File: config.mk
export PLATFORM = sky130hd
export DESIGN_NAME = slfa_ram
export DESIGN_NICKNAME = d
export VERILOG_FILES = /design/src/slfa_ram.sv
export SDC_FILE = /design/constraint.sdc
export NUM_CORES = 1
export LEC_CHECK = 0
export ABC_CLOCK_PERIOD_IN_PS = 2690
export BUFFER_PORTS_ARGS = -buffer_cell sky130_fd_sc_hd__buf_2
export CORE_UTILIZATION = 50
export CTS_CLUSTER_DIAMETER = 100
export DETAILED_ROUTE_END_ITERATION = 16
export PLACE_DENSITY = 0.66
export REMOVE_ABC_BUFFERS = 1
export SKIP_LAST_GASP = 1
export SYNTH_ARGS = -nofsm -noshare
export SYNTH_HDL_FRONTEND = slang
export SYNTH_SLANG_ARGS = --single-unit
File: constraint.sdc
create_clock -name clock -period 2.69 [get_ports clock]
set_clock_uncertainty 0.15 [all_clocks]
set_input_delay 0.538 -clock clock [delete_from_list [all_inputs] [get_ports clock]]
set_output_delay 0.538 -clock clock [all_outputs]
set_load 0.005 [all_outputs]
File: src/slfa_ram.sv
// Generic single-write, single-read RAM with registered read data.
`default_nettype none

module slfa_ram #(
   parameter int WIDTH = 8,
   parameter int DEPTH = 64
) (
   input  wire logic                     clock,
   input  wire logic                     wr_en,
   input  wire logic [$clog2(DEPTH)-1:0] wr_addr,
   input  wire logic [WIDTH-1:0]         wr_data,
   input  wire logic                     rd_en,
   input  wire logic [$clog2(DEPTH)-1:0] rd_addr,
   output logic      [WIDTH-1:0]         rd_data
);

   logic [WIDTH-1:0] mem_ff [DEPTH];

   always_ff @(posedge clock) begin
      if (wr_en) begin
         mem_ff[wr_addr] <= wr_data;
      end
      if (rd_en) begin
         rd_data <= mem_ff[rd_addr];
      end
   end

endmodule

`default_nettype wire
==> flow_summary.yaml <==
status:
  status: "complete, no violations"
pwr:
  p_per_area_mw_per_mm2: 695
  p_total_mw: 16.3
  p_leak_nw: 7.64
  ir_drop_mv: 0.520
synth:
  synth-xor-area-share_pct: 0
  syn-instance-count: 940
  synth_warnings: 0
  synth_ff_type: "edfxtp_1"
  synthMuxAreaShare_pct: 15.9
  ys_types: 39
  synth_seq_cells: 520
  synth_compound_area_share_pct: 2.06
  synthAdderAreaFrac_pct: 0
  synth-simple-area-share_pct: 3.37
  synth_top_family_by_area: "multiplexers"
  async_flop_share_pct: 0
  netlist_area_mm2: 0.0202
  yosysSeqAreaShare_pct: 77.1
  avgSynthCellArea_um2: 21.5
  synth_edf_count: 520
cts:
  cts_setup_buffers: 0
  cts_tree: "done"
  cts_max_level: 2
  cts_sinks: 520
  clk_pin_slew_ns: 0.06
  clock_latency_ns: 0.59
  cts_resized: 0
  postCtsHoldBufs: 0
  cts_buffer_depth: 3
  cts_root_buf: "clkbuf_16"
  cts_buffers: 51
sta:
  hold_violations: 0
  max_freq_mhz: 393
  finalCriticalPeriod_ns: 2.55
  maxSlewHeadroom_pct: 47.7
  worst_slew_pin_slew_ns: 0.784
  setup_viol: 0
  fin_crit_sh_pct: 94.7
  rsz0062_at_grt: "no"
  drv_slew: 0
worst_setup_path:
  start_kind: "primary input"
  critPathTopFamily: "multiplexers"
  worstPathArrival_ns: 2.72
  worst-path-buf-inv: 3
  crit_path_max_incr_delay_ns: 0.54
  cp_max_fo: 16
  worstPathCellList: "clkbuf_8, buf_4, buf_12, mux4_2, mux2_2, o311ai_1, nand2_1"
  cp.required_ns: 2.86
  slowest_stage: "o311ai_1"
  end_kind: "flop"
  worstSetupPathType: "primary input to flop"
grt:
  met1_usage_pct: 31.2
  grt_pass1_wl_um: 66900
  grt_usage_pct: 22.7
  grt_max_degree: 65
  met2_usage_pct: 35.5
  met3_usage_pct: 4.68
  grt.busiest_layer: "met2"
  antenna_found_initial: 0
  overflow: 0
  first_global_vias: 10300
routing:
  drt_wl_total_um: 44800
  drt-pass1-iter-count: 5
  wire_per_inst_um: 26.6
  drt_iter0_markers: 981
  vias_per_cell: 5.95
  routed-via-count: 10000
  ant_nets: 0
  drc: 0
place:
  place_congestion: 0.825
  io_buffer_count: 30
  post-dp-hpwl_um: 29700
floorplan:
  initial_core_util_pct: 50.8
  fp-row-count: 73
  dieArea_mm2: 0.0413
  core_mm2: 0.0398
  die_h_um: 203
  io_pins: 31
  fp.dieW_um: 203
worst_hold_path:
  hold_class: "primary input to flop"
flow_run:
  max_cap_viol_count: 0
final_layout:
  final_nets: 1146
  utilization_pct: 59.1
  areaGrowthSynthToFinish_pct: 16.2
  antenna_cells: 0
  drive_gt1_share_pct: 33.1
-- cells in the mapped netlist (3+ instances only) --
cell         n  area share (%)
o221ai_1     8            0.35
o22ai_1      8            0.25
a211oi_1     4            0.15
a221oi_1     6            0.26
nor2_1      83             1.5
mux2i_1     23             1.1
nor3_1       7            0.17
clkbuf_1    17            0.32
o2111ai_1    3            0.13
nand2_1     19            0.35
a21oi_1      3           0.074
nor2b_1     14            0.43
nand2b_1     7            0.22
edfxtp_1   520              77
o2bb2ai_1    3            0.13
buf_1        4           0.074
buf_4       13            0.48
buf_6        4            0.22
nand3_1     13            0.32
nand3b_1     3            0.11
buf_2       11            0.27
mux4_2     126              14
mux2_2      13            0.72
a22oi_1      3            0.11
-- final cells by class --
type	instances	area [um2]
Multi-Input combinational cell	369	4320
Sequential cell	520	15600
Clock buffer	71	1370
Fill cell	2897	16300
Clock inverter	21	110
Timing Repair Buffer	181	1460
Tap cell	525	657
-- registers in the layout (all words and copies together) (netlist names) --
register and cells:
mem_ff 512, rd_data 8
-- power breakdown --
group / switching (mW) / total (mW) / internal [mW]
clock: 2.87 / 6.42 / 3.55
sequential: 0.0266 / 9.01 / 8.99
combinational: 0.527 / 0.918 / 0.391
total: 3.42 / 16.3 / 12.9
-- cells by family (layout without fill, tap and decap cells) --
group / after synthesis / count (layout)
AOI/OAI and AO/OA: 54 / 54
muxes: 162 / 162
DFF: 520 / 520
and+or+nand+nor: 153 / 153
buffers and inverters: 51 / 273
-- through the flow --
stage / worst slack, ns / hold slack [ns] / cell area [um2] / cells / TNS [ns]
3_3_place_gp: -0.469 / 0.745 / 22000 / 1595 / -1.90
2_1_floorplan: 0.501 / 0.487 / 19900 / 889 / 0
3_5_place_dp: -0.499 / 0.788 / 22000 / 1595 / -1.91
6_report: 0.144 / 0.206 / 23500 / 1687 / 0
5_1_grt: 0.145 / 0.180 / 23500 / 1687 / 0
4_1_cts: 0.129 / 0.170 / 23500 / 1687 / 0
-- placed cells by master (no fill, tap or decap), types with 3 or more instances in the layout --
| master | instances |
|---|---|
| clkinv_2 | 8 |
| a221oi_1 | 6 |
| nand2b_1 | 7 |
| nand3b_1 | 3 |
| clkbuf_1 | 19 |
| clkbuf_16 | 52 |
| o2111ai_1 | 3 |
| a22oi_1 | 3 |
| nor2b_1 | 14 |
| a21oi_1 | 3 |
| o221ai_1 | 8 |
| nand3_1 | 13 |
| buf_2 | 27 |
| o22ai_1 | 8 |
| edfxtp_1 | 520 |
| nor2_1 | 83 |
| clkinv_1 | 10 |
| a211oi_1 | 4 |
| mux2_2 | 13 |
| buf_12 | 13 |
| o2bb2ai_1 | 3 |
| mux2i_1 | 23 |
| nor3_1 | 7 |
| buf_4 | 140 |
| mux4_2 | 126 |
| nand2_1 | 19 |
-- metal layers --
layer  up-vias  routed length [um]
met5         -                   0
met4         0                1630
met3        84                3400
met2       379               21500
met1      5270               18300
li1       4309                   -
-- path summary, 6_finish.rpt --
kind	slack (ns)	startpoint	to	depth (start not counted)
setup reg to reg	0.23	mem_ff[16][4]	rd_data[4]	5
hold / removal	0.21	rd_en	rd_data[0]	1
setup / recovery	0.14	rd_addr[0]	rd_data[7]	7
hold reg to reg	0.81	mem_ff[26][6]	rd_data[6]	3
(Power assumes the default switching activity.)
